===== src/rtl/tsgl_pkg.sv =====
`timescale 1ns / 1ps
`default_nettype none

package tsgl_pkg;

   localparam int Lanes      = 8;
   localparam int SumWidth   = 48;
   localparam int FieldLanes = 8;
   localparam int ActWidth   = 16;
   localparam int WgtWidth   = 16;
   localparam int ProdWidth  = ActWidth + WgtWidth;
   localparam int ThrWidth   = 15;
   localparam int OutWidth   = 48;

   typedef struct packed {
      logic signed [ActWidth-1:0] activation;
      logic signed [WgtWidth-1:0] weight_0;
      logic signed [WgtWidth-1:0] weight_1;
      logic signed [WgtWidth-1:0] weight_2;
      logic signed [WgtWidth-1:0] weight_3;
      logic signed [WgtWidth-1:0] weight_4;
      logic signed [WgtWidth-1:0] weight_5;
      logic signed [WgtWidth-1:0] weight_6;
      logic signed [WgtWidth-1:0] weight_7;
      logic                       last_row;
   } req_type;

   typedef struct packed {
      logic signed [OutWidth-1:0] sum_0;
      logic signed [OutWidth-1:0] sum_1;
      logic signed [OutWidth-1:0] sum_2;
      logic signed [OutWidth-1:0] sum_3;
      logic signed [OutWidth-1:0] sum_4;
      logic signed [OutWidth-1:0] sum_5;
      logic signed [OutWidth-1:0] sum_6;
      logic signed [OutWidth-1:0] sum_7;
   } rsp_type;

   typedef struct packed {
      logic load_prod;
      logic accum;
      logic clear;
   } lane_ctrl_type;

   typedef logic [Lanes-1:0][SumWidth-1:0] lane_sums_type;

endpackage

`default_nettype wire


===== src/rtl/tsgl_lane.sv =====
`timescale 1ns / 1ps
`default_nettype none

module tsgl_lane (
   input  wire logic                                clock,
   input  wire logic                                reset,
   input  wire tsgl_pkg::lane_ctrl_type             ctrl,
   input  wire logic signed [tsgl_pkg::ActWidth-1:0] act,
   input  wire logic signed [tsgl_pkg::WgtWidth-1:0] weight,
   output logic signed [tsgl_pkg::SumWidth-1:0]     sum_next
);
   import tsgl_pkg::*;

   localparam logic signed [SumWidth-1:0] SumMax = {1'b0, {(SumWidth-1){1'b1}}};
   localparam logic signed [SumWidth-1:0] SumMin = {1'b1, {(SumWidth-1){1'b0}}};

   logic signed [ProdWidth-1:0] prod_ff;
   logic signed [SumWidth-1:0]  acc_ff;
   logic signed [SumWidth-1:0]  acc_in;
   logic signed [SumWidth:0]    sum_wide;
   logic signed [SumWidth-1:0]  sum_sat;

   always_ff @(posedge clock) begin
      if (ctrl.load_prod) begin
         prod_ff <= act * weight;
      end
   end

   always_comb begin
      sum_wide = (SumWidth+1)'(acc_ff) + (SumWidth+1)'(prod_ff);
      if (sum_wide[SumWidth] != sum_wide[SumWidth-1]) begin
         sum_sat = sum_wide[SumWidth] ? SumMin : SumMax;
      end else begin
         sum_sat = sum_wide[SumWidth-1:0];
      end
      sum_next = ctrl.accum ? sum_sat : acc_ff;
      acc_in   = ctrl.clear ? '0 : sum_next;
   end

   always_ff @(posedge clock) begin
      if (reset) begin
         acc_ff <= '0;
      end else if (ctrl.accum || ctrl.clear) begin
         acc_ff <= acc_in;
      end
   end

endmodule

`default_nettype wire


===== config.mk =====
export PLATFORM = sky130hd
export DESIGN_NAME = tsgl_lane
export DESIGN_NICKNAME = d
export VERILOG_FILES = /design/src/rtl/tsgl_pkg.sv /design/src/rtl/tsgl_lane.sv
export SDC_FILE = /design/constraint.sdc
export NUM_CORES = 1
export LEC_CHECK = 0
export BUFFER_PORTS_ARGS = -buffer_cell sky130_fd_sc_hd__buf_2
export CORE_MARGIN = 2
export CORE_UTILIZATION = 65
export CTS_BUF_LIST = sky130_fd_sc_hd__clkbuf_8 sky130_fd_sc_hd__clkbuf_16
export CTS_CLUSTER_SIZE = 14
export DETAILED_ROUTE_END_ITERATION = 10
export GPL_ROUTABILITY_DRIVEN = 0
export PLACE_DENSITY = 0.84
export SYNTH_ARGS = -nofsm -noshare
export SYNTH_HDL_FRONTEND = slang
export SYNTH_SLANG_ARGS = --single-unit

===== constraint.sdc =====
create_clock -name clock -period 8.9 [get_ports clock]
set_clock_uncertainty 0.1 [all_clocks]
set_input_delay 1.335 -clock clock [delete_from_list [all_inputs] [get_ports clock]]
set_output_delay 1.335 -clock clock [all_outputs]
set_load 0.1 [all_outputs]

After elaboration in Yosys (flattened, before gate mapping)
Cells that the tools add are included.
- flip-flop bits (word level): 80
- bits of input ports: 37
- logic and storage cells: 10
- output and inout port bits: 48
- $mul: 1
- muxes and demuxes: 4
- add/subtract/negate cells: 1
- equal/unequal tests: 1
- reductions and logical operators: 1
- operator list (operator ; count):
    2-to-1 mux 48 bit ; 4
    adder 48 x 32 -> 49 bit ; 1
    multiplier 16 x 16 -> 32 bit ; 1
    logical OR 1 bit ; 1
    inequality test 1 bit ; 1

Logic depth before layout (Yosys ltp)
- depth in word-level cells: 5
- mapped depth: 24
- mapped depth without buffers: 23

Worst setup path before layout
Ideal clock, no wire load.
- path type: in2reg
- start: input weight[2] (netlist bit)
- end: register prod_ff[31], data pin
- stages on the path: 22
- arrival time: 6.568 ns
- setup time: 0.260 ns
- data required time: 8.540 ns
- setup slack: 1.972 ns
- buffers on the path: 1
- path through: clkbuf_1 and2_1 fa_1 inv_1 fa_1 fa_1 inv_1 fa_1 fa_1 inv_1 fa_1 inv_1 ha_1 and3_1 and4_1 and3_1 o21ai_0 a21oi_1 nor3_1 o41ai_1 a21oi_1 xnor2_1
- longest elaborated chain between the ends: 1
- RTL lines (item ; RTL line ; source):
    from (decl) ; tsgl_lane.sv:9 ; input wire logic signed [tsgl_pkg::WgtWidth-1:0] weight,
    multiplier 16 x 16 -> 32 bit ; tsgl_lane.sv:25 ; prod_ff <= act * weight;
    to (signal assigned) ; tsgl_lane.sv:25 ;
    to (decl) ; tsgl_lane.sv:17 ; logic signed [ProdWidth-1:0] prod_ff;
No other way between the ends.
A chain may end at the register's enable or synchronous reset.

Worst setup path after layout
- start: input act[15] (netlist bit)
- end: register prod_ff[31], data pin
- longest elaborated chain between the ends: 1
- RTL lines (item ; RTL line ; source):
    from (decl) ; tsgl_lane.sv:8 ; input wire logic signed [tsgl_pkg::ActWidth-1:0] act,
    multiplier 16 x 16 -> 32 bit ; tsgl_lane.sv:25 ;
No other way between the ends.

==> out/qor.csv <==
stage,metric,value,unit
status,outcome,finished clean,
routing,via_count,12800,
sta,min_period,7220,ps
synth,syn_nets,2234,
clocking,cts_tree,yes,
routing,dr.pass1.iters,6,
sta,max_freq,138,MHz
sta,fin_tns_setup,0,ps
clocking,clock_path_buffers,2,
clocking,cts.sinks,80,
die,die_w,161,um
finish,multiInputGateArea,12500,um^2
finish,area_growth,4.60,%
routing,ant_nets,0,
synth,synth_ff_type,dfxtp_1,
global_route,grt_pass1_wl,66.4,mm
routing,drc,0,
worst_hold_path,hold_class,flip-flop to flip-flop,
finish,num-nets-final,2257,
global_route,grt_antenna_before_repair,1,
routing,wire_per_inst,18.2,um
critical_path,cp_max_fo,16,
clocking,postCtsSetupBuffers,0,
critical_path,worstSetupStartpoint,act[15],
clocking,postCtsHoldBufs,0,
die,io-pin-count,85,
sta,slew_violations,0,
critical_path,cp.required,8890,ps
clocking,ctsHtreeMaxLevel,3,
clocking,clk_pin_slew,70,ps
synth,async_flop_share,0,%
finish,diodes,0,
routing,wl,39.2,mm
global_route,grt_pass1_vias,13400,
run,drv_cap,0,
routing,viasPerCell,5.95,
finish,final_cell_mix,"inv_1 (323), fa_1 (263), nand2_1 (191), ha_1 (130), and2_1 (129)",
critical_path,criticalPathCategory,input pin to flip-flop,
placed_design,numPortBuffers,84,
synth,yosys_warnings,0,
synth,seq_area_frac_synth,12.0,%
synth,syn_area_per_cell,8.87,um^2
clocking,cts-buffers-inserted,9,
global_route,grtUsageTotal,31.8,%
critical_path,cp-start-kind,input pin,
global_route,globalRoute.totalOverflow,0,
synth,ys_types,77,
die,initial_core_util,66.0,%
sta,hold_viol_final,0,
sta,final.period_utilization,81.2,%
die,rows,57,
clocking,postCtsResizedCells,0,
sta,tightestPinTransition,1170,ps
die,die_h,161,um
finish,final_common_cell,inv_1,
sta,rsz0062_at_grt,false,
global_route,grt_max_degree,100,
synth,netlist_area,16000,um^2
synth,synth_edf_count,32,
critical_path,critPathArrivalTime,7220,ps
critical_path,critPathCaptureType,flip-flop,
die,core,24200,um^2
worst_hold_path,hp-start,acc_ff[38],
sta,slew_headroom,22.1,%
placed_design,hpwl,31.4,mm
synth,ys_ff_latch,80,
finish,drive_gt1_share,7.70,%
finish,seqCellArea,1920,um^2
sta,finalSetupViolCount,0,
routing,drt-initial-drc-count,1103,
finish,num-fill-cells,1852,
die,die-area,25900,um^2
synth,synthCells,1804,
clocking,clockRootBuffer,clkbuf_16,
critical_path,r2r_start,prod_ff[0],
clocking,clk_latency,350,ps
[through the flow]
step	instance area [um^2]	util, %	hold slack [ps]	instances	worst slack, ps
after CTS	16700	69.0	384	2156	1680
final	16700	69.0	385	2156	1680
after floorplan	16000	-	352	1804	1970
after global placement	16500	67.8	368	2140	1560
after global routing	16700	69.0	405	2156	1330
after detailed placement	16500	67.8	374	2140	1340
[logic make-up (layout without fill, tap and decap cells)]
family	Yosys count	in the layout	synth area share [%]
mux	4	4	0.368
flops	80	80	12.0
fa+ha+maj	393	393	43.1
buf+inv	397	425	9.98
simple gates	508	508	15.2
xor+xnor	74	74	4.05
compound gates	348	348	15.3
[flip-flops by register name, summed over array words and instances (netlist names)]
register / cells
prod_ff: 32
acc_ff: 48
[layout make-up]
cell class	count	area share (%)
Multi-Input combinational cell	1327	74.6
Sequential cell	80	11.5
Inverter	323	7.25
Timing Repair Buffer	86	2.60
Tap cell	324	2.42
Clock buffer	9	1.35
Clock inverter	7	0.322
[final timing paths]
check	to	slack [ps]	cells past startpoint
worst min register to register	acc_ff[38]	390	2
worst max-delay path	prod_ff[31]	1680	20
worst max register to register	acc_ff[39]	4560	12
worst min-delay path	acc_ff[38]	390	2
[worst max-delay path: stages]
cell and delay (ps):
buf_2 210, nand2_1 180, inv_1 110, fa_1 760, fa_1 520, fa_1 530
fa_1 510, fa_1 540, inv_1 50, fa_1 480, inv_1 40, ha_1 350
and4_1 250, and3_1 160, o21ai_0 150, a21oi_1 230, nor3_1 120, o41ai_1 400
a21oi_1 130, xnor2_1 140
[cells in the mapped netlist, types with 10 or more instances]
master,number,area share (%)
a211oi_1,30,1.4
a21o_1,34,1.6
a21oi_1,102,3.2
and2_1,129,5.0
and3_1,12,0.47
clkbuf_1,53,1.2
dfxtp_1,48,6.0
edfxtp_1,32,6.0
fa_1,263,33
ha_1,130,10
inv_1,323,7.6
nand2_1,191,4.5
nand2b_1,10,0.39
nand3_1,18,0.56
nor2_1,100,2.3
nor3_1,19,0.59
o211ai_1,13,0.61
o21ai_0,39,1.2
o21bai_1,20,0.94
xnor2_1,56,3.1
xor2_1,18,0.99
[per-layer routing]
layer	wire length, um	GRT usage (%)	vias up
met3	2970	4.34	141
met4	1680	12.5	2
met1	15500	40.7	6200
li1	-	-	5861
met2	19000	55.1	627
met5	10	0	-
Power is not shown: default switching activity piles up to over one toggle a cycle in this logic, so the estimate is an artifact.
