--- config.mk ---
export PLATFORM = sky130hd
export DESIGN_NAME = tsgl_merge
export DESIGN_NICKNAME = d
export VERILOG_FILES = /design/src/rtl/tsgl_pkg.sv /design/src/rtl/tsgl_merge.sv
export SDC_FILE = /design/constraint.sdc
export NUM_CORES = 1
export LEC_CHECK = 0
export BUFFER_PORTS_ARGS = -buffer_cell sky130_fd_sc_hd__buf_4
export CAP_MARGIN = 30
export CORE_AREA = 2 2 304 306
export DETAILED_ROUTE_END_ITERATION = 8
export DIE_AREA = 0 0 306 308
export PLACE_DENSITY = 0.31
export SYNTH_ARGS = -nofsm -noshare
export SYNTH_HDL_FRONTEND = slang
export SYNTH_SLANG_ARGS = --single-unit
--- constraint.sdc ---
create_clock -name clock -period 0.8 [get_ports clock]
set_clock_uncertainty 0.15 [all_clocks]
set_input_delay 0.16 -clock clock [delete_from_list [all_inputs] [get_ports clock]]
set_output_delay 0.16 -clock clock [all_outputs]
set_load 0.05 [all_outputs]
--- src/rtl/tsgl_pkg.sv ---
`timescale 1ns / 1ps
`default_nettype none

package tsgl_pkg;

   localparam int Lanes      = 8;
   localparam int SumWidth   = 48;
   localparam int FieldLanes = 8;
   localparam int ActWidth   = 16;
   localparam int WgtWidth   = 16;
   localparam int ProdWidth  = ActWidth + WgtWidth;
   localparam int ThrWidth   = 15;
   localparam int OutWidth   = 48;

   typedef struct packed {
      logic signed [ActWidth-1:0] activation;
      logic signed [WgtWidth-1:0] weight_0;
      logic signed [WgtWidth-1:0] weight_1;
      logic signed [WgtWidth-1:0] weight_2;
      logic signed [WgtWidth-1:0] weight_3;
      logic signed [WgtWidth-1:0] weight_4;
      logic signed [WgtWidth-1:0] weight_5;
      logic signed [WgtWidth-1:0] weight_6;
      logic signed [WgtWidth-1:0] weight_7;
      logic                       last_row;
   } req_type;

   typedef struct packed {
      logic signed [OutWidth-1:0] sum_0;
      logic signed [OutWidth-1:0] sum_1;
      logic signed [OutWidth-1:0] sum_2;
      logic signed [OutWidth-1:0] sum_3;
      logic signed [OutWidth-1:0] sum_4;
      logic signed [OutWidth-1:0] sum_5;
      logic signed [OutWidth-1:0] sum_6;
      logic signed [OutWidth-1:0] sum_7;
   } rsp_type;

   typedef struct packed {
      logic load_prod;
      logic accum;
      logic clear;
   } lane_ctrl_type;

   typedef logic [Lanes-1:0][SumWidth-1:0] lane_sums_type;

endpackage

`default_nettype wire

--- src/rtl/tsgl_merge.sv ---
`timescale 1ns / 1ps
`default_nettype none

module tsgl_merge (
   input  wire logic                    clock,
   input  wire logic                    reset,
   input  wire logic                    emit,
   input  wire tsgl_pkg::lane_sums_type sums,
   output logic                         rsp_valid,
   input  wire logic                    rsp_stall,
   output tsgl_pkg::rsp_type            rsp_data,
   output logic                         busy
);
   import tsgl_pkg::*;

   logic signed [OutWidth-1:0] out_arr [FieldLanes];
   logic                       valid_ff;
   logic                       valid_in;
   rsp_type                    data_ff;
   rsp_type                    data_in;

   for (genvar j = 0; j < FieldLanes; j++) begin : g_field
      if (j < Lanes) begin : g_used
         assign out_arr[j] = OutWidth'(signed'(sums[j]));
      end else begin : g_unused
         assign out_arr[j] = '0;
      end
   end

   always_comb begin
      data_in.sum_0 = out_arr[0];
      data_in.sum_1 = out_arr[1];
      data_in.sum_2 = out_arr[2];
      data_in.sum_3 = out_arr[3];
      data_in.sum_4 = out_arr[4];
      data_in.sum_5 = out_arr[5];
      data_in.sum_6 = out_arr[6];
      data_in.sum_7 = out_arr[7];
      valid_in = emit | (valid_ff & rsp_stall);
   end

   always_ff @(posedge clock) begin
      if (reset) begin
         valid_ff <= 1'b0;
      end else begin
         valid_ff <= valid_in;
      end
   end

   always_ff @(posedge clock) begin
      if (emit) begin
         data_ff <= data_in;
      end
   end

   assign rsp_valid = valid_ff;
   assign rsp_data  = data_ff;
   assign busy      = valid_ff & rsp_stall;

endmodule

`default_nettype wire

# == After elaboration in Yosys (flattened, before gate mapping) ==
# Cells that the tools add are included.
# word_totals
register_bits,385
input_bits,388
out_inout_bits,386
wordCells,11
# classes
bitwise,2
# op_table
cell,count
AND 1 bit,1
OR 1 bit,1

# == Depth between registers and ports, before layout ==
# Gate-level depths: netlist of run 1.
# logic_depth
depth_word,2
ltp_mapped,2
ltp_nobuf,2

# == Least setup slack after synthesis of run 1 ==
# OpenSTA, ideal clock, no wires.
# synth_timing
kind,register to output
from,"register valid_ff, in the netlist rsp_valid"
to,output port busy
arrival_ns,1.013
required_time_ns,0.490
slack_ns,-0.523
path_stages_with_launch,2
path_cell_list,dfxtp_1 and2_2
# synth_via
elab_chain_cells,1
# synth_rtl
element,line,rtl
from (decl),tsgl_merge.sv:17,logic valid_ff;
from (signal assigned),tsgl_merge.sv:46,valid_ff <= valid_in;
AND 1 bit,tsgl_merge.sv:58,assign busy = valid_ff & rsp_stall;
to (decl),tsgl_merge.sv:12,output logic busy
# Every way passes these cells.

# == Worst setup path after layout of run 1 ==
# layout_timing
from,register data_ff (netlist bit rsp_data[203])
to,output port rsp_data[203] (netlist bit)
# layout_lines
element,line,rtl
from (decl),tsgl_merge.sv:19,rsp_type data_ff;
from (signal assigned),tsgl_merge.sv:52,data_ff <= data_in;
to (decl),tsgl_merge.sv:11,"output tsgl_pkg::rsp_type rsp_data,"
# No word-level cell between the ends.

==> results of run 1 <==
## flip-flops by register name (all words and copies together) (netlist names)
register / cells
rsp_data: 384
rsp_valid: 1
## cell usage in the layout, fill, tap and decap left out, drive strengths merged
cell / synthesis / routed
buf: 0 / 817
clkbuf: 0 / 58
bufinv: 0 / 6
a21oi: 1 / 1
dlygate4sd3: 0 / 386
nor2: 1 / 1
and2: 1 / 1
diode: 0 / 6
dfxtp: 1 / 1
edfxtp: 384 / 384
clkinv: 0 / 22
## layer usage
metal	GRT usage	part of all wire
met1	0.104	0.34
met5	0	0.00026
met4	0.0422	0.035
met2	0.189	0.54
met3	0.0319	0.078
## layout make-up
cell class	instances	area, um^2
diodes	6	15.0
clock buffers	58	1260
clock inverters	28	275
fillers	9238	64700
multi-input cells	3	21.3
flip-flops and latches	385	11600
well taps	1186	1480
repair buffers	1203	11600
## worst max-delay path by stage
stage                              from       endpoint  slack (ns)  cells past startpoint
final                     rsp_data[203]  rsp_data[203]       -0.74                      1
after global routing      rsp_data[203]  rsp_data[203]       -0.80                      1
after CTS                 rsp_data[203]  rsp_data[203]       -0.83                      1
after detailed placement           emit  rsp_data[223]       -0.46                      3
after global placement             emit   rsp_data[27]       -0.46                      3
after floorplan               rsp_valid           busy       -0.19                      1
## through the flow
stage	power [mW]	worst slack, ns
finish	59.4	-0.740
global route	61.7	-0.799
CTS	60.6	-0.826
detailed placement	35.6	-0.465
global placement	35.6	-0.457
floorplan	30.4	-0.190
## timing repair
action | 4_1_cts | 5_1_grt
hold endpoints to repair | 468 | 56
gates resized for setup | 390 | 1
setup endpoints to repair | 386 | 387
pin swaps | 1 | 0
setup buffers | 0 | 0
## report_power, final
group	total, mW	internal, mW	switching (mW)
Clock	21.5	13.0	8.48
Sequential	24.8	24.0	0.777
Combinational	13.1	5.50	7.62
Total	59.4	42.5	16.9
## synthesized netlist by cell type (all sizes together)
cell,instances
a21oi,1
and2,1
dfxtp,1
edfxtp,384
nor2,1
## worst reg2reg max path, delay by kind of cell, from the launching register on
kind               cells  cell delay (ns)
AOI/OAI and AO/OA      1             0.13
and+or+nand+nor        1             0.04
DFF                    1             0.35
## kinds of logic (layout without fill, tap and decap cells)
kind of cell,count (synthesis),in the layout
other,0,6
AO/OA/AOI/OAI,1,1
buffers and inverters,0,1289
AND/OR/NAND/NOR,2,2
flip-flops,385,385
==> key figures, run 1 <==
Yosys
  – Combinational family with the most area after synthesis: simple AND/OR/NAND/NOR gates
  – Post-Synth Simple-Gate Area: 0.000973
  – Complex-gate fraction of the synthesized area: 0.000433
  – Synth Instances: 388
  – Syn avg cell area: 29.8 um^2
  – Post-Syn Area: 11,600 um^2
  – Mux contribution to synthesized area: 0
  – Synth Area in XOR/XNOR: 0
  – Ys Warns: 0
  – Area share of fa/ha/maj cells after synthesis: 0
  – FF+latch count, synth: 385
  – Synth unique cells: 5
  – Synth top area share: 0.997
  – Sequential fraction of the synthesis area: 0.999
  – Synth area leaders: edfxtp_1 (100%), dfxtp_1 (0.17%), and2_2 (0.065%)
  – Synth Net Count: 776
  – Cell taking the most area after synthesis: edfxtp_1

GRT
  – GR Overflow Total: 0
  – First-pass GRT wire length: 69,300 um
  – Global Route Usage Sum: 0.101
  – Number of global-route vias before repair: 10,151
  – Largest net degree at the start of global routing: 27
  – Initial antenna violation count: 13

Setup path
  – Req. time, crit path: 0.49 ns
  – Cells on worst reg2reg path: 2
  – Worst R2R Start: rsp_valid
  – Max stage delay cell, worst path: edfxtp_1
  – Worst R2R Setup Slack: 0.03 ns
  – Crit-path max FO: 1
  – Crit end category: primary output
  – Crit path buf inv count: 1
  – Cell family with most CP delay: flip-flops
  – CP Launch Type: flop
  – Setup CP Type: flop to primary output
  – Critical Path AT: 1.23 ns
  – CP cell instances: buf_6
  – CP peak stage delay: 0.46 ns
  – RR Endpoint: rsp_valid

Timing
  – F_max: 649 MHz
  – RSZ-0062 raised after global routing: yes
  – Final WS setup: -0.740 ns
  – Slew headroom: 0.787
  – Setup TNS: -247.20 ns
  – Hold Fails Final Rpt: 47
  – Max Slew Vio Count: 0
  – Final setup violation count: 386
  – Fin crit share: 1.92
  – Hold WS: -0.0542 ns
  – Worst Max-Slew Pin Slew: 0.320 ns
  – Tmin final: 1.54 ns

Pwr
  – Leak pwr: 10.6 nW
  – Power per cell area: 2260 nW/um^2
  – VDD IR max: 0.00143 V

Cells and area
  – Layout cell share with drive strength beyond 1: 0.526
  – Final cell count without fillers: 2,869
  – Final Util: 0.288
  – Cell area after layout: 26,200 um^2
  – Area growth syn-to-layout: 127%
  – Layout Nets: 2,028

Drt
  – Routed length per placed instance: 17.4 um
  – DRC: 0
  – Starting DRT DRC Count: 372
  – DRT Wirelength: 50,000 um
  – First drt pass iteration count: 5
  – Routed via count: 8,936
  – Vias per cell: 3.11
  – ANT nets after route: 0

CTS
  – Clk sink count: 385
  – CTS Root Cell: clkbuf_16
  – Max Buffers Root-to-Sink: 3
  – Clock transition at the registers of the reported paths: 0.07 ns
  – CTS tree: done
  – H-tree depth: 2
  – Clock buffer count from CTS: 47
  – Cts hold-fix bufs: 386
  – Clk_lat worst skew: 0.58 ns

Worst hold path
  – Hold path cells: 2
  – Hold path startpoint: emit
  – Hold Path End: rsp_data[45]
  – Min-delay worst type: primary input to flop

Run status
  – Outcome: finished with violations
  – Failing checks: negative hold slack, negative setup slack

Die
  – FP Rows: 111
  – Die W: 306 um
  – I/O pin cnt: 774
  – Starting Density: 0.127
  – Core Region: 91,000 um^2
  – Die Y: 308 um
  – Die Area: 94,200 um^2

Placement
  – Routability cong.: 0.766
  – Placed cell area: 19,400 um^2
  – Port Buf Inserts: 773
  – Final HPWL DP: 39,100 um
  – Inst Count DP: 2,391

Job
  – Max-cap violations: 0
(Power assumes the default switching activity.)
==> run 2: changes to the inputs <==
--- a/config.mk
+++ b/config.mk
@@ -8,6 +8,7 @@
 export BUFFER_PORTS_ARGS = -buffer_cell sky130_fd_sc_hd__buf_4
 export CAP_MARGIN = 30
 export CORE_AREA = 2 2 304 306
+export CTS_BUF_LIST = sky130_fd_sc_hd__clkbuf_16
 export DETAILED_ROUTE_END_ITERATION = 8
 export DIE_AREA = 0 0 306 308
 export PLACE_DENSITY = 0.31
==> run 2 against run 1 <==
  * The run still ends with negative hold slack, negative setup slack left
  * Critical path type unchanged
  * Fmax hardly changed
  * Die area stayed put
  * Worst setup slack better by 0.0011 ns
  * Sequential cell count stayed put
  * Power is 0.19% lower
  * Sequential share of layout area stayed put
  * Cell count stayed put
  * Non-clock buffer count stayed put
  * Hold slack worse by 0.0018 ns
  * Critical endpoint is now rsp_data[236]
==> key figures, run 2 (synthesized netlist as in run 1, its figures left out) <==
Run status
  – Outcome: finished with violations
  – Failing checks: negative hold slack, negative setup slack

Setup path
  – Req. time, crit path: 0.49 ns (about the same)
  – Critical Path AT: 1.23 ns (about the same)
  – Crit-path max FO: 1 (unchanged)
  – Crit path buf inv count: 1 (unchanged)
  – Crit end category: primary output
  – Cells on worst reg2reg path: 2 (unchanged)
  – CP peak stage delay: 0.46 ns (about the same)
  – Max stage delay cell, worst path: edfxtp_1
  – Cell family with most CP delay: flip-flops
  – CP startpoint: rsp_data[236]
  – Worst R2R Setup Slack: 0.03 ns (about the same)
  – RR Endpoint: rsp_valid
  – CP cell instances: buf_6
  – CP Launch Type: flop
  – Setup CP Type: flop to primary output
  – Worst R2R Start: rsp_valid

Cells and area
  – Most frequent cells in the layout: buf_4 (416), dlygate4sd3_1 (386), buf_6 (385)
  – Cell area after layout: 26,200 um^2 (unchanged)
  – Max reg flops: 384 (unchanged)
  – Reg area: 11,600 um^2 (unchanged)
  – Area of the multi-input gates: 21.3 um^2 (unchanged)
  – Most common cell after layout, fill and taps aside: buf_4
  – Final cell count without fillers: 2,869 (unchanged)
  – Area growth syn-to-layout: 127% (unchanged)
  – FILL cells: 9,238 (unchanged)
  – Layout cell share with drive strength beyond 1: 0.526 (unchanged)
  – Layout Nets: 2,028 (unchanged)

Worst hold path
  – Hold path cells: 2 (unchanged)
  – Hold Path End: rsp_data[45]
  – Hold path startpoint: emit
  – Min-delay worst type: primary input to flop

Drt
  – Routed via count: 8,954 (+0.20%)
  – Routed length per placed instance: 17.4 um (about the same)
  – Starting DRT DRC Count: 360 (-3.2%)
  – DRT Wirelength: 50,000 um (about the same)
  – Vias per cell: 3.12 (+0.20%)
  – First drt pass iteration count: 6 (+1)
  – DRC: 0 (unchanged)
  – ANT nets after route: 0 (unchanged)

Timing
  – Worst Max-Slew Pin Slew: 0.316 ns (-0.00378 ns)
  – Max Slew Vio Count: 0 (unchanged)
  – F_max: 650 MHz (about the same)
  – Final setup violation count: 386 (unchanged)
  – Setup TNS: -247.23 ns (-0.0290 ns)
  – Fin crit share: 1.92 (about the same)
  – Final WS setup: -0.739 ns (+0.00114 ns)
  – RSZ-0062 raised after global routing: yes
  – Slew headroom: 0.789 (+0.00252)
  – Hold WS: -0.0561 ns (-0.00185 ns)
  – Hold Fails Final Rpt: 47 (unchanged)
  – Tmin final: 1.54 ns (-0.00114 ns)

CTS
  – Clock transition at the registers of the reported paths: 0.07 ns (about the same)
  – Cts hold-fix bufs: 386 (unchanged)
  – Clk_lat worst skew: 0.58 ns (about the same)
  – Clk sink count: 385 (unchanged)
  – Clock buffer count from CTS: 47 (unchanged)
  – H-tree depth: 2 (unchanged)
  – CTS tree: done
  – Max Buffers Root-to-Sink: 3 (unchanged)
  – CTS Root Cell: clkbuf_16
  – Post-CTS Setup Bufs: 0 (unchanged)

Die
  – Die Y: 308 um (unchanged)
  – Starting Density: 0.127 (unchanged)
  – Die W: 306 um (unchanged)
  – Core Region: 91,000 um^2 (unchanged)
  – I/O pin cnt: 774 (unchanged)
  – FP Rows: 111 (unchanged)
  – Die Area: 94,200 um^2 (unchanged)

Job
  – Max-cap violations: 0 (unchanged)

Pwr
  – PnR Total Power: 59.3 mW (-0.19%)
  – Register share of total power: 0.418 (about the same)
  – Switching Fraction: 0.285 (+0.000600)
  – Power per cell area: 2260 nW/um^2 (-0.19%)
  – Logic gate share of total power: 0.221 (about the same)
  – VDD IR max: 0.00143 V (-0.11%)
  – P_int: 42.4 mW (-0.27%)
  – Psw: 16.9 mW (about the same)
  – Clock Power Share: 0.361 (about the same)
  – Leak pwr: 10.6 nW (+0.35%)

GRT
  – Initial antenna violation count: 13 (unchanged)
  – Number of global-route vias before repair: 10,151 (unchanged)
  – First-pass GRT wire length: 69,300 um (unchanged)
  – GR Overflow Total: 0 (unchanged)
  – Global Route Usage Sum: 0.101 (unchanged)
  – Largest net degree at the start of global routing: 27 (unchanged)

Placement
  – Port Buf Inserts: 773 (unchanged)
  – Final HPWL DP: 39,100 um (unchanged)
  – Placed cell area: 19,400 um^2 (unchanged)
  – Inst Count DP: 2,391 (unchanged)
  – Routability cong.: 0.766 (unchanged)
==> run 2: changes by cell type in the layout (fill, tap and decap cells not counted) <==
cell	delta
inv_1	+9
clkbuf_1	-9
==> run 2: worst max path at each step <==
stage	cells past startpoint	to
2_1_floorplan	1	busy
3_3_place_gp	3	rsp_data[27]
3_5_place_dp	3	rsp_data[223]
4_1_cts	1	rsp_data[203]
5_1_grt	1	rsp_data[203]
6_report	1	rsp_data[236]
==> run 2: per-layer routing <==
layer,vias to the layer above,GRT usage,share of wire
met5,-,0,0.00026
met4,2,0.0422,0.035
met3,92,0.0319,0.077
met2,410,0.189,0.54
met1,4327,0.104,0.34
li1,4123,-,-
==> run 2: what timing repair did <==
action | in CTS | in global routing
gates resized for setup | 390 | 1
endpoints found under the setup margin | 386 | 387
hold endpoints to repair | 468 | 56
pin swaps | 1 | 0
==> run 2: metrics by stage <==
step / hold WS [ns] / util / setup WS (ns)
2_1_floorplan: 0.0727 / - / -0.190
3_3_place_gp: 0.170 / 0.213 / -0.457
3_5_place_dp: 0.166 / 0.213 / -0.465
4_1_cts: -0.105 / 0.288 / -0.826
5_1_grt: -0.0828 / 0.288 / -0.799
6_report: -0.0561 / 0.288 / -0.739
==> run 2: layout make-up <==
cell class	instances	area share
Tap cell	1186	0.0565
Clock inverter	37	0.0118
Multi-Input combinational cell	3	0.000811
Clock buffer	49	0.0467
Timing Repair Buffer	1203	0.443
Sequential cell	385	0.440
Antenna cell	6	0.000572
==> run 2: power by group through the flow <==
stage	sequential (mW)	combinational [mW]	clock, mW
after floorplan	30.4	0.0151	0
after global placement	24.9	10.7	0
after detailed placement	24.9	10.7	0
after CTS	24.8	13.3	22.4
after global routing	25.0	13.6	23.1
final	24.8	13.1	21.4
